File: config.mk
export PLATFORM = sky130hd
export DESIGN_NAME = qrm_sum
export DESIGN_NICKNAME = d
export VERILOG_FILES = /design/src/hw/rtl/qrm_pkg.sv /design/src/hw/rtl/qrm_sum.sv
export SDC_FILE = /design/constraint.sdc
export NUM_CORES = 1
export LEC_CHECK = 0
export ABC_AREA = 1
export BUFFER_PORTS_ARGS = -buffer_cell sky130_fd_sc_hd__buf_2
export CORE_ASPECT_RATIO = 0.5
export CORE_MARGIN = 2
export CORE_UTILIZATION = 58
export DETAILED_ROUTE_END_ITERATION = 12
export HOLD_SLACK_MARGIN = 0.08
export PLACE_DENSITY = 0.83
export SLEW_MARGIN = 40
export SYNTH_ARGS = -nofsm -noshare
export SYNTH_HDL_FRONTEND = slang
export SYNTH_SLANG_ARGS = --single-unit
File: constraint.sdc
create_clock -name clk_i -period 0.8 [get_ports clk_i]
set_clock_uncertainty 0.2 [all_clocks]
set_input_delay 0.16 -clock clk_i [delete_from_list [all_inputs] [get_ports clk_i]]
set_output_delay 0.16 -clock clk_i [all_outputs]
set_load 0.005 [all_outputs]
File: src/hw/rtl/qrm_pkg.sv
// ============================================================================
// qrm_pkg
// Shared types and constants for the quaternion to rotation matrix core.
// ============================================================================
`default_nettype none

package qrm_pkg;

  // Word format: signed fixed point, DATA_WIDTH bits with FRAC_BITS fraction bits.
  localparam int DATA_WIDTH = 16;
  localparam int FRAC_BITS  = 14;

  // Exact product of two components.
  localparam int PROD_W = 2 * DATA_WIDTH;
  // Exact matrix entry before rounding: four products, or twice a sum of two.
  localparam int SUM_W  = PROD_W + 3;

  typedef struct packed {
    logic signed [DATA_WIDTH-1:0] quat_x;
    logic signed [DATA_WIDTH-1:0] quat_y;
    logic signed [DATA_WIDTH-1:0] quat_z;
    logic signed [DATA_WIDTH-1:0] quat_w;
  } quat_t;

  typedef struct packed {
    logic signed [DATA_WIDTH-1:0] m00;
    logic signed [DATA_WIDTH-1:0] m01;
    logic signed [DATA_WIDTH-1:0] m02;
    logic signed [DATA_WIDTH-1:0] m10;
    logic signed [DATA_WIDTH-1:0] m11;
    logic signed [DATA_WIDTH-1:0] m12;
    logic signed [DATA_WIDTH-1:0] m20;
    logic signed [DATA_WIDTH-1:0] m21;
    logic signed [DATA_WIDTH-1:0] m22;
  } matrix_t;

  typedef struct packed {
    logic signed [PROD_W-1:0] xx;
    logic signed [PROD_W-1:0] yy;
    logic signed [PROD_W-1:0] zz;
    logic signed [PROD_W-1:0] ww;
    logic signed [PROD_W-1:0] xy;
    logic signed [PROD_W-1:0] xz;
    logic signed [PROD_W-1:0] yz;
    logic signed [PROD_W-1:0] xw;
    logic signed [PROD_W-1:0] yw;
    logic signed [PROD_W-1:0] zw;
  } prod_t;

  typedef struct packed {
    logic signed [SUM_W-1:0] s00;
    logic signed [SUM_W-1:0] s01;
    logic signed [SUM_W-1:0] s02;
    logic signed [SUM_W-1:0] s10;
    logic signed [SUM_W-1:0] s11;
    logic signed [SUM_W-1:0] s12;
    logic signed [SUM_W-1:0] s20;
    logic signed [SUM_W-1:0] s21;
    logic signed [SUM_W-1:0] s22;
  } sum_t;

endpackage

`default_nettype wire

File: src/hw/rtl/qrm_sum.sv
// ============================================================================
// qrm_sum
// Sum stage: exact unrounded value of each of the nine matrix entries.
// ============================================================================
`default_nettype none

module qrm_sum import qrm_pkg::*; (
  input  wire logic  clk_i,
  input  wire logic  rst_ni,
  input  wire logic  valid_i,
  input  wire prod_t prod_i,
  output logic       valid_o,
  output sum_t       sum_o
);

  logic valid_q;
  sum_t sum_d, sum_q;

  logic signed [SUM_W-1:0] xx, yy, zz, ww, xy, xz, yz, xw, yw, zw;

  // Sign-extend every product to the full entry width.
  assign xx = SUM_W'(prod_i.xx);
  assign yy = SUM_W'(prod_i.yy);
  assign zz = SUM_W'(prod_i.zz);
  assign ww = SUM_W'(prod_i.ww);
  assign xy = SUM_W'(prod_i.xy);
  assign xz = SUM_W'(prod_i.xz);
  assign yz = SUM_W'(prod_i.yz);
  assign xw = SUM_W'(prod_i.xw);
  assign yw = SUM_W'(prod_i.yw);
  assign zw = SUM_W'(prod_i.zw);

  always_comb begin
    sum_d.s00 =  xx - yy - zz + ww;
    sum_d.s11 = -xx + yy - zz + ww;
    sum_d.s22 = -xx - yy + zz + ww;
    sum_d.s01 = (xy + zw) <<< 1;
    sum_d.s10 = (xy - zw) <<< 1;
    sum_d.s02 = (xz - yw) <<< 1;
    sum_d.s20 = (xz + yw) <<< 1;
    sum_d.s12 = (yz + xw) <<< 1;
    sum_d.s21 = (yz - xw) <<< 1;
  end

  always_ff @(posedge clk_i or negedge rst_ni) begin
    if (!rst_ni) begin
      valid_q <= 1'b0;
    end else begin
      valid_q <= valid_i;
    end
  end

  always_ff @(posedge clk_i) begin
    sum_q <= sum_d;
  end

  assign valid_o = valid_q;
  assign sum_o   = sum_q;

endmodule

`default_nettype wire

==> summary.md, run 1 <==
| Metric | Value |
|---|---|
| Status | did not finish |
| Last stage reached | clock tree synthesis (4_1_cts) |
| Stop err | [ERROR DPL-0038] Utilization greater than 100%, impossible to legalize |
| Io pins | 639 |
| Synth async-reset ratio | 0.3333% |
| Pre-CTS setup slack | -2827 ps |
| Cts bufs inserted | 34 |
| Area of the mapped netlist | 32770 um2 |
| Row count | 61 |
| H-tree depth | 2 |
| Longest Clk Path Bufs | 3 |
| Post-synth EDFFs | 0 |
| Width of the chip | 340.1 um |
| DIE HEIGHT | 172.1 um |
| Synth Area per Inst | 6.458 um2 |
| Ys Warns | 0 |
| Hpwl dp | 121.6 mm |
| Root Driver | clkbuf_16 |
| Sequential-to-total area share from yosys stat | 18.34% |
| Initial Utilization | 58.81% |
| Top FF cell, synth | dfxtp_1 |
| Yosys reg bits | 300 |
| PostCTS Resize Cnt | 1633 |
| Postcts setup bufs | 204 |
| Port Buffers | 632 |
| Post-CTS Hold Fix Bufs | 3 |
| Synth cell types | 46 |
| Global placement routability congestion | 1.076 |
| CTS sink count | 300 |
| Synthesized instance count | 5074 |
## cell usage after synthesis (46+ instances only)
master,number,area (um2)
inv_1,1118,4197
nand3_1,257,1286
a21oi_1,329,1647
nand2_1,1363,5116
buf_2,46,230.2
o21ai_0,195,975.9
dfxtp_1,299,5986
fa_1,202,4044
ha_1,299,3741
nor2_1,438,1644
nor3_1,72,360.4
xor2_1,178,1559
nand4_1,63,394.1
## stage by stage
| stage | cell area, um2 | util [%] | instances |
|---|---|---|---|
| after detailed placement | 47730 | 85.66 | 7292 |
| after global placement | 47730 | 85.66 | 7292 |
| after floorplan | 37640 | - | 5079 |
## cells by family after synthesis
group / synth area share, %
AND/OR/NAND/NOR: 28.32
XOR/XNOR: 5.025
buffers and inverters: 14.40
AO/OA/AOI/OAI: 10.15
other: 0.01144
adder cells (fa/ha/maj): 23.76
flip-flops: 18.34
==> inputs of run 2 (changes only) <==
--- a/config.mk
+++ b/config.mk
@@ -7,12 +7,10 @@
 export LEC_CHECK = 0
 export ABC_AREA = 1
 export BUFFER_PORTS_ARGS = -buffer_cell sky130_fd_sc_hd__buf_2
-export CORE_ASPECT_RATIO = 0.5
 export CORE_MARGIN = 2
-export CORE_UTILIZATION = 58
+export CORE_UTILIZATION = 40
 export DETAILED_ROUTE_END_ITERATION = 12
-export HOLD_SLACK_MARGIN = 0.08
-export PLACE_DENSITY = 0.83
+export PLACE_DENSITY_LB_ADDON = 0.15
 export SLEW_MARGIN = 40
 export SYNTH_ARGS = -nofsm -noshare
 export SYNTH_HDL_FRONTEND = slang
==> run 2 against run 1 <==
Against the previous run:
- the flow now finishes, with violations (negative hold slack, negative setup slack)
- area after synthesis unchanged
- synthesized cell count unchanged
==> summary.md, run 2 <==
| Metric | Value |
|---|---|
| Area of the mapped netlist | 32770 um2 (unchanged) |
| Largest net degree at the start of global routing | 14 |
| Critical setup path kind | in2reg |
| Leading cell type in the layout, fill and taps excluded | buf_4 |
| Post-CTS Hold Fix Bufs | 6 (+3) |
| GRT Overall Usage | 34.12% |
| Period utilization | 360.9% |
| Routed Antenna Nets | 0 |
| Wire length of the first global-routing pass | 223.0 mm |
| CP Cell Sequence | buf_12, nor3_4, nand2_2, nor2_8, buf_4, buf_6, nand2_2, xor2_4, fa_1, inv_1, ha_4, a21oi_1, buf_4, o21ai_1, a21oi_1, nand2_2, xor2_1, buf_4 |
| Width of the chip | 290.2 um (-15%) |
| Cell family with most CP delay | buffers and inverters |
| Critical path peak fanout | 4 |
| Global placement routability congestion | 0.9993 (-7.1%) |
| Cell Pwr Density | 2146 nW/um2 |
| CP Launch Type | input pin |
| Synth cell types | 46 (unchanged) |
| Worst EP required | 1080 ps |
| Fin Hold WS | -266.5 ps |
| Final min period | 2887 ps |
| Hold Violations, Final | 106 |
| Port Buffers | 632 (unchanged) |
| P&R area growth vs syn | 92.01% |
| Initial drt markers | 2295 |
| Row count | 104 (+70%) |
| Slowest CP cell | fa_1 |
| Ys Warns | 0 (unchanged) |
| Routed wire length per instance | 19.70 um |
| Most common cell in the netlist | nand2_1 |
| Worst-path clk slew | 70 ps |
| Leakage Power | 31.51 nW |
| Post-route cell area | 62920 um2 |
| Status | finished with violations |
| Initial antenna violation count | 1 |
| Hpwl dp | 124.4 mm (+2.2%) |
| Post-synth top cells | nand2_1 (1363), inv_1 (1118), nor2_1 (438) |
| H-tree depth | 2 (unchanged) |
| Post-synth EDFFs | 0 (unchanged) |
| Final nets | 7844 |
| Pre-CTS setup slack | -2881 ps (-54.72 ps) |
| Util after Layout | 77.86% |
| Setup violators final | 602 |
| CTS tree | built |
| Root Driver | clkbuf_16 |
| Post-Layout Cell Count | 8114 |
| Longest Clk Path Bufs | 3 (unchanged) |
| Global route overflow | 0 |
| Io pins | 639 (unchanged) |
| DIE HEIGHT | 290.2 um (+69%) |
| Failing checks | negative hold slack, negative setup slack |
| Vias/cell | 5.046 |
| Fill cells | 5622 |
| Yosys top cell area share | 18.27% (unchanged) |
| Max Clk Rate | 346.3 MHz |
| DR pass1 iterations | 6 |
| PnR worst setup slack | -2087 ps |
| Share of cells above drive strength 1 | 61.57% |
| Buffers and inverters on the worst path | 6 |
| Arrival time worst endpoint | 3170 ps |
| Dpl cells | 7737 (+6.1%) |
| MaxCap Viol Count | 0 |
| Power Total | 135.0 mW |
| Vias in the first global route | 39910 |
| CTS sink count | 300 (unchanged) |
| Core area | 80810 um2 |
| Post-route DRC violation count | 0 |
| RSZ-0062 raised after global routing | yes |
| Yosys reg bits | 300 (unchanged) |
| Top FF cell, synth | dfxtp_1 |
| Biggest cell delay along the critical path | 500 ps |
| Worst Hold Class | in2reg |
| Synthesized instance count | 5074 (unchanged) |
| Vias | 40940 |
| Ranking of synthesized cells by area | dfxtp_1 (18%), nand2_1 (16%), inv_1 (13%) |
| Placed cell area | 49280 um2 (+3.3%) |
| Commonest non-fill, non-tap cells in the layout | buf_4 (1168), nand2_1 (762), inv_1 (738), buf_2 (419), nand2_2 (375) |
| Cts bufs inserted | 41 (+21%) |
| Area leader, netlist | dfxtp_1 |
| Pins Over Slew Limit | 0 |
| Crit end category | register |
| Number of flip-flops in the largest register | 299 |
| DIE AREA | 84220 um2 |
| VDD IR-drop max | 1.823 mV |
| Initial Utilization | 40.55% (-18 points) |
| Final wirelength | 159.9 mm |
| Synth Area per Inst | 6.458 um2 (unchanged) |
| Sequential-to-total area share from yosys stat | 18.34% (unchanged) |
| Synth async-reset ratio | 0.3333% (unchanged) |
[run 2: cell families (layout without fill, tap and decap cells)]
kind of cell	Yosys count	after routing	synth area share, %
flops	300	300	18.34
simple gates	2253	2253	28.32
fa+ha+maj	501	501	23.76
buf+inv	1208	3179	14.40
other cells	1	10	0.01144
xor+xnor	188	188	5.025
compound gates	623	623	10.15
[run 2: timing repair]
| action | CTS | global route |
|---|---|---|
| setup buffers | 113 | 207 |
| pin swaps | 436 | 688 |
| resized for setup | 1235 | 1383 |
| endpoints found under the setup margin | 603 | 595 |
| hold endpoints to repair | 149 | 107 |
[run 2: area by class of cell]
| type | count | area (um2) | share of cell area, % |
|---|---|---|---|
| antenna | 4 | 10.01 | 0.01591 |
| timing repair buffer | 1983 | 15700 | 24.95 |
| sequential | 300 | 6227 | 9.898 |
| tap | 1060 | 1326 | 2.108 |
| multi-input combinational | 3571 | 33560 | 53.35 |
| clock inverter | 24 | 341.6 | 0.5429 |
| clock buffer | 49 | 1117 | 1.776 |
| inverter | 1123 | 4632 | 7.362 |
[run 2: final timing paths]
check / start / to / slack, ps / depth (start not counted)
worst max-delay path: prod_i[288] / sum_o[17] / -2090 / 18
worst min-delay path: prod_i[192] / sum_o[140] / -270 / 3
max in group asynchronous: rst_ni / valid_o / 50 / 3
min in group asynchronous: rst_ni / valid_o / 240 / 3
[run 2: metrics by stage]
stage / hold WS (ps) / setup TNS (ps)
2_1_floorplan: -335.6 / -323960
4_1_cts: -307.4 / -441390
5_1_grt: -266.9 / -478320
3_5_place_dp: -264.3 / -475080
6_report: -266.5 / -453710
3_3_place_gp: -265.6 / -471910
[run 2: power breakdown]
group          internal (mW)  leakage (nW)  switching (mW)
Clock                   12.3         0.714            8.12
Sequential              20.7          2.55            2.90
Combinational           42.5          28.2            48.5
Total                   75.5          31.5            59.5
[run 2: metal layers]
metal / routed length, um / vias up / GRT usage, % / part of all wire (%)
met5: 13 / - / 0 / 0.0081
met4: 8348 / 2 / 13.39 / 5.2
met3: 10270 / 398 / 5.269 / 6.4
met2: 78440 / 1493 / 59.73 / 49
met1: 62800 / 19660 / 41.93 / 39
li1: - / 19390 / - / -
Power figures use the tool's default switching activity.
