`config.mk`:
```
export PLATFORM = sky130hd
export DESIGN_NAME = qrm_round
export DESIGN_NICKNAME = d
export VERILOG_FILES = /design/src/hw/rtl/qrm_pkg.sv /design/src/hw/rtl/qrm_round.sv
export SDC_FILE = /design/constraint.sdc
export NUM_CORES = 1
export LEC_CHECK = 0
export BUFFER_PORTS_ARGS = -buffer_cell sky130_fd_sc_hd__buf_2
export CORE_AREA = 2 2 179 181
export DETAILED_ROUTE_END_ITERATION = 10
export DIE_AREA = 0 0 181 183
export HOLD_SLACK_MARGIN = 0.12
export SLEW_MARGIN = 40
export SYNTH_ARGS = -nofsm -noshare
export SYNTH_HDL_FRONTEND = slang
export SYNTH_SLANG_ARGS = --single-unit
```
`constraint.sdc`:
```
create_clock -name clk_i -period 0.8 [get_ports clk_i]
set_clock_uncertainty 0.15 [all_clocks]
set_input_delay 0 -clock clk_i [delete_from_list [all_inputs] [get_ports clk_i]]
set_output_delay 0 -clock clk_i [all_outputs]
set_load 0.02 [all_outputs]
```
`src/hw/rtl/qrm_pkg.sv`:
```
// ============================================================================
// qrm_pkg
// Shared types and constants for the quaternion to rotation matrix core.
// ============================================================================
`default_nettype none

package qrm_pkg;

  // Word format: signed fixed point, DATA_WIDTH bits with FRAC_BITS fraction bits.
  localparam int DATA_WIDTH = 16;
  localparam int FRAC_BITS  = 14;

  // Exact product of two components.
  localparam int PROD_W = 2 * DATA_WIDTH;
  // Exact matrix entry before rounding: four products, or twice a sum of two.
  localparam int SUM_W  = PROD_W + 3;

  typedef struct packed {
    logic signed [DATA_WIDTH-1:0] quat_x;
    logic signed [DATA_WIDTH-1:0] quat_y;
    logic signed [DATA_WIDTH-1:0] quat_z;
    logic signed [DATA_WIDTH-1:0] quat_w;
  } quat_t;

  typedef struct packed {
    logic signed [DATA_WIDTH-1:0] m00;
    logic signed [DATA_WIDTH-1:0] m01;
    logic signed [DATA_WIDTH-1:0] m02;
    logic signed [DATA_WIDTH-1:0] m10;
    logic signed [DATA_WIDTH-1:0] m11;
    logic signed [DATA_WIDTH-1:0] m12;
    logic signed [DATA_WIDTH-1:0] m20;
    logic signed [DATA_WIDTH-1:0] m21;
    logic signed [DATA_WIDTH-1:0] m22;
  } matrix_t;

  typedef struct packed {
    logic signed [PROD_W-1:0] xx;
    logic signed [PROD_W-1:0] yy;
    logic signed [PROD_W-1:0] zz;
    logic signed [PROD_W-1:0] ww;
    logic signed [PROD_W-1:0] xy;
    logic signed [PROD_W-1:0] xz;
    logic signed [PROD_W-1:0] yz;
    logic signed [PROD_W-1:0] xw;
    logic signed [PROD_W-1:0] yw;
    logic signed [PROD_W-1:0] zw;
  } prod_t;

  typedef struct packed {
    logic signed [SUM_W-1:0] s00;
    logic signed [SUM_W-1:0] s01;
    logic signed [SUM_W-1:0] s02;
    logic signed [SUM_W-1:0] s10;
    logic signed [SUM_W-1:0] s11;
    logic signed [SUM_W-1:0] s12;
    logic signed [SUM_W-1:0] s20;
    logic signed [SUM_W-1:0] s21;
    logic signed [SUM_W-1:0] s22;
  } sum_t;

endpackage

`default_nettype wire

```
`src/hw/rtl/qrm_round.sv`:
```
// ============================================================================
// qrm_round
// Output stage: round each entry to nearest, ties up, and saturate to a word.
// ============================================================================
`default_nettype none

module qrm_round import qrm_pkg::*; (
  input  wire logic clk_i,
  input  wire logic rst_ni,
  input  wire logic valid_i,
  input  wire sum_t sum_i,
  output logic      valid_o,
  output matrix_t   matrix_o
);

  localparam int RND_W = SUM_W + 1 - FRAC_BITS;
  localparam logic signed [SUM_W:0] RND_HALF = (SUM_W + 1)'(1) << (FRAC_BITS - 1);

  logic    valid_q;
  matrix_t matrix_d, matrix_q;

  function automatic logic signed [DATA_WIDTH-1:0] round_sat(
    input logic signed [SUM_W-1:0] s
  );
    logic signed [SUM_W:0]   biased;
    logic signed [RND_W-1:0] shifted;
    logic                    fits;
    biased  = (SUM_W + 1)'(s) + RND_HALF;
    shifted = $signed(biased[SUM_W:FRAC_BITS]);
    // The value fits when every bit above the word's sign matches it.
    fits = (shifted[RND_W-1:DATA_WIDTH-1] == '0) || (shifted[RND_W-1:DATA_WIDTH-1] == '1);
    if (fits) begin
      round_sat = shifted[DATA_WIDTH-1:0];
    end else if (shifted[RND_W-1]) begin
      round_sat = {1'b1, {(DATA_WIDTH-1){1'b0}}};
    end else begin
      round_sat = {1'b0, {(DATA_WIDTH-1){1'b1}}};
    end
  endfunction

  always_comb begin
    matrix_d.m00 = round_sat(sum_i.s00);
    matrix_d.m01 = round_sat(sum_i.s01);
    matrix_d.m02 = round_sat(sum_i.s02);
    matrix_d.m10 = round_sat(sum_i.s10);
    matrix_d.m11 = round_sat(sum_i.s11);
    matrix_d.m12 = round_sat(sum_i.s12);
    matrix_d.m20 = round_sat(sum_i.s20);
    matrix_d.m21 = round_sat(sum_i.s21);
    matrix_d.m22 = round_sat(sum_i.s22);
  end

  always_ff @(posedge clk_i or negedge rst_ni) begin
    if (!rst_ni) begin
      valid_q <= 1'b0;
    end else begin
      valid_q <= valid_i;
    end
  end

  always_ff @(posedge clk_i) begin
    matrix_q <= matrix_d;
  end

  assign valid_o  = valid_q;
  assign matrix_o = matrix_q;

endmodule

`default_nettype wire

```
# Word level (Yosys, flattened, before mapping)
# Cells that the tools add are included.
[word_totals] in_bits=318 ff_bits=145 output_inout_bits=145 wordCells=64
[op_classes] addsub=9 mux=18 n_eq_ne=9 reduce_logical=18
[ops] op="$add A35 B15 Y36 const B" n=9
[ops] op="$mux W16" n=18
[ops] op="$eq A7 B7 Y1 const B" n=9
[ops] op="$logic_not A7 Y1" n=9
[ops] op="$logic_or A1 B1 Y1" n=9

# Longest topological paths before layout
[depth] ltp_word=4 ltp_mapped=9

# Worst setup path before layout
# OpenSTA, ideal clock, no wires.
[synth_path] path_type="input -> register" startpoint="in sum_i[188] in the netlist's numbering" endpoint="reg matrix_q (netlist bit matrix_o[86])" arrival_time_ns=2.054 setup_ns=0.086 path_slack_ns=-1.489 path_buffers=1 stages=8 cell_sequence="ha_1 nand4_1 nor4_2 mux2_2 a22oi_1 clkbuf_1 nor3_1 a211oi_1"
[synth_rtl] element="start: declaration" line_no="qrm_round.sv:11" source="input wire sum_t sum_i,"
[synth_rtl] element="end signal: assignment" line_no="qrm_round.sv:62" source="matrix_q <= matrix_d;"
[synth_rtl] element="end: declaration" line_no="qrm_round.sv:20" source="matrix_t matrix_d, matrix_q;"

==> impl.org <==
** Timing
- Count of endpoints failing hold in the final timing report :: about 120
- Final Max Tran Viols :: 0
- Dividing the final minimum period by the clock period gives 2.117.
- Worst max-slew margin expressed relative to the limit :: 0.6951
- Timing would allow up to roughly 0.59 GHz.
- In the post-route analysis, the smallest setup slack over all paths is -0.8936 ns.
- Summed over all failing endpoints, the final setup total negative slack is -133.61 ns.
- At the pin with the least slew margin, the transition time is 0.4532 ns.
- Unrepaired setup endpoints after global routing :: yes
- Final hold analysis gives a worst-case slack of -0.2710 ns.
- Setup violations remaining at the end of the flow were counted as approximately 290.
- For the finished layout, the period the worst path requires is 1.694 ns.

** Logic synthesis
- The cell count after synthesis came out at approximately 1,100.
- In the post-synthesis netlist, the biggest area contributors are dfxtp_1, xnor2_1, xor2_1, nand3_1, mux2i_1.
- Library cell with the largest summed area after synthesis :: dfxtp_1
- The number of different library cells used by synthesis comes to between 70 and 80.
- Mean area per synthesized cell :: between 8 and 9 µm²
- For this run, the leading register cell type out of synthesis is dfxtp_1.
- Most numerous cell types in the synthesized netlist :: dfxtp_1, nor2_1, nand3_1, nand2_1, xnor2_1
- Counting flops with a built-in enable in the synthesized netlist gives 0.
- Cell with the most instances after synthesis :: dfxtp_1
- Net count after synthesis :: 1,381
- The share of synthesized area in the top cell type comes to 0.3202.
- Fraction of synthesis flops using an asynchronous set or reset pin :: 0.006897
- Count of state elements after synthesis :: ~150
- Total standard cell area after synthesis :: between 9000 and 10,000 µm²
- Of the synthesized area, sequential elements account for 0.3230.
- For this run, the number of Yosys warnings is 0.

** Die
- The floorplan step defined a die boundary enclosing around 33,000 µm².
- Pin placement for this block handled 463 I/O pins.
- Die Width :: between 150 and 200 µm
- Starting Density :: 0.2883
- Core Rows :: 65
- The floorplan step set the die height to about 180 µm.
- Core box area :: about 31,000 µm²

** Detailed routing
- Dividing the detail-routed wire length by the instance count gives between 15 and 20 µm.
- Post-route antenna net violation count :: 0
- Vias :: 11,460
- Total detailed-routing wirelength :: roughly 38,000 µm
- The first routing iteration left roughly 500 violations.
- TritonRoute pass-1 iters :: 4
- Detail-routed via count per cell :: around 5.1
- For this run, design rule violations remaining after detail routing come to 0.

** Worst setup path
- CP cell instances :: buf_6, nand4_1, buf_6, nor4_4, a311oi_1, a211o_1, a32o_2, buf_12, buf_16, mux2i_1
- Startpoint type of the worst setup path :: input port
- Startpoint-to-endpoint class of the critical path :: in -> reg
- Highest-delay cell along the critical path :: nor4_4
- Largest delay share family, worst path :: compound AO/OA/AOI/OAI gates
- For this run, the slowest stage of the critical path takes about 0.4 ns.
- Most prevalent standard cell on the critical path :: buf_6
- Data arrival time of the critical path :: about 1.9 ns
- Data required, critical path :: 0.98 ns
- In this run the worst path has a maximum fanout of 6.
- The worst setup path is captured at a register.
- Count of buffering cells on the critical path with inverters included :: 4

** Power and ir drop
- Of the total power, the share spent switching nets is 0.3116.
- The worst-case IR drop observed on VDD is 1393 µV.
- Share of total power in the clock network :: 0.362
- For this design the static power due to leakage is approximately 7.7 nW.
- Dividing total power by cell area gives a power density of 1255 nW/µm².
- Of the total power, registers draw 0.354.
- The analysis attributes to net switching a power of 7.071 mW.
- The internal power of the cells totals 15.62 mW.
- Of the total power, combinational logic draws 0.283.

** GRT
- The first global-routing pass estimated roughly 58,000 µm of wire.
- Via count of the first global-routing pass :: about 12,000
- The initial antenna violation count is 5.
- The total overflow left after global routing is 0.
- Aggregate global-route resource usage :: 0.2170
- Pin count of the biggest net entering global routing :: 17

** Clock tree
- Total clock buffers created by CTS :: 17
- Number of buffers on the longest clock path :: 2
- The tree is rooted in a clkbuf_16.
- TritonCTS built the clock tree.
- The H-tree was split into 4 levels.
- CTS sink count :: 145
- Clock edge transition at the registers on the reported setup and hold paths :: roughly 0.070 ns

** Outcome
- The final reports fail on hold timing, setup timing.
- The flow ran to the end, but the final reports show violations.

** Cells and area
- Summed area of non-filler cells in the final layout :: between 15,000 and 20,000 µm²
- From synthesis to final layout, the design area changed by 100.8%.
- The final layout contains 2,136 nets.
- Number of standard cells in the final layout excluding fillers :: between 2,000 and 2,500
- Share of layout cells above drive strength 1 :: 0.6449
- After filler insertion, the fill cell instance count of the layout stands at around 2,600.

** Place
- Number of I/O port buffers :: 345
- RePlAce Congestion :: 0.8735
- Once detailed placement completed, the half-perimeter wirelength came to around 27,000 µm.
- In this run the cell area measured after placement is approximately 14,000 µm².
- Dpl cells :: ~2,100

** Worst hold path
- Kind of path behind the tightest hold check :: in -> reg
- The startpoint identified for the worst hold timing path is sum_i[155].
- Depth of the worst hold-timing path :: 3
- End point of the worst hold path :: matrix_o[65]$_DFF_P_

** Flow run
- Max-cap violation count :: 0
through the flow:
stage,util,setup WS [ns],power (mW)
finish,0.5790,-0.8936,22.70
global route,0.5790,-0.9312,23.71
CTS,0.5594,-0.8016,22.64
detailed placement,0.4566,-1.343,12.98
global placement,0.4566,-1.270,12.91
floorplan,-,-1.166,10.18
registers in the layout, summed over array words and instances (netlist names):
signal / flops
valid_o: 1
matrix_o: 144
worst min-delay path: cells and delay by family:
kind / cells / cell delay, ns
xor gates and xnor gates: 1 / 0.11
buffers and inverters: 1 / 0.09
muxes: 1 / 0.07
routing by layer:
metal | share of wire | track usage
met5 | 0 | 0
met4 | 0.027 | 0.08228
met3 | 0.060 | 0.05024
met2 | 0.51 | 0.3929
met1 | 0.40 | 0.2485
how the worst max path moves through the flow:
stage | start | to | slack [ns] | depth (start not counted)
final | sum_i[21] | matrix_o[11]$_DFF_P_ | -0.89 | 10
after global routing | sum_i[21] | matrix_o[11]$_DFF_P_ | -0.93 | 10
after CTS | sum_i[303] | matrix_o[133]$_DFF_P_ | -0.80 | 7
after detailed placement | sum_i[201] | matrix_o[83]$_DFF_P_ | -1.34 | 9
after global placement | sum_i[202] | matrix_o[80]$_DFF_P_ | -1.27 | 9
after floorplan | sum_i[88] | matrix_o[37]$_DFF_P_ | -1.17 | 7
timing repair:
action                                 4_1_cts  5_1_grt
hold buffers                                 7        1
resized for setup                          640      104
setup endpoints to repair                  289      289
cloned                                      11        3
pin swaps                                   90       55
setup buffers                               47       21
endpoints found under the hold margin      146      145
kinds of logic (layout without fill, tap and decap cells):
kind of cell | after synthesis | in the layout | synth area share
DFF | 145 | 145 | 0.3230
buffers and inverters | 61 | 826 | 0.03085
and+or+nand+nor | 441 | 441 | 0.2754
adders and majority gates | 9 | 9 | 0.01251
muxes | 36 | 36 | 0.04044
other | 0 | 5 | 0
AOI/OAI and AO/OA | 242 | 245 | 0.2011
xor gates and xnor gates | 120 | 120 | 0.1167
layout by cell type (no fill, tap or decap), types with 10 or more instances in the layout:
master       n
buf_4      370
buf_6      240
dfxtp_2    144
buf_2      137
nor2_1      65
xnor2_1     64
nand2_1     60
nand3_1     59
xor2_1      55
nand4_1     47
and3_1      33
o211ai_1    32
mux2i_1     31
a211oi_2    31
a21oi_2     28
a21oi_1     22
nor2b_1     19
clkbuf_16   18
and4_1      17
nor3_4      17
o2111ai_1   16
nor3_1      15
o21ai_2     14
nor3_2      13
inv_1       12
buf_12      12
a311oi_1    11
nor4_4      10
buf_8       10
power by group through the flow:
stage	clock network, mW	registers, mW	logic, mW
after detailed placement	0	7.99	4.99
after CTS	8.51	8.04	6.09
final	8.22	8.04	6.43
after floorplan	0	8.57	1.61
after global placement	0	8.00	4.91
after global routing	8.80	8.08	6.83
layout make-up:
class                           instances  area [µm²]  share of cell area
Tap cell                              402       503.0             0.02781
Clock buffer                           18       439.2             0.02429
Timing Repair Buffer                  781        6744              0.3729
Antenna cell                            5       12.51           0.0006919
Multi-Input combinational cell        851        7104              0.3929
Sequential cell                       145        3088              0.1708
Clock inverter                         14       143.9            0.007957
Inverter                               13       48.80            0.002698
Note: power is estimated with default switching activity, not from simulation.
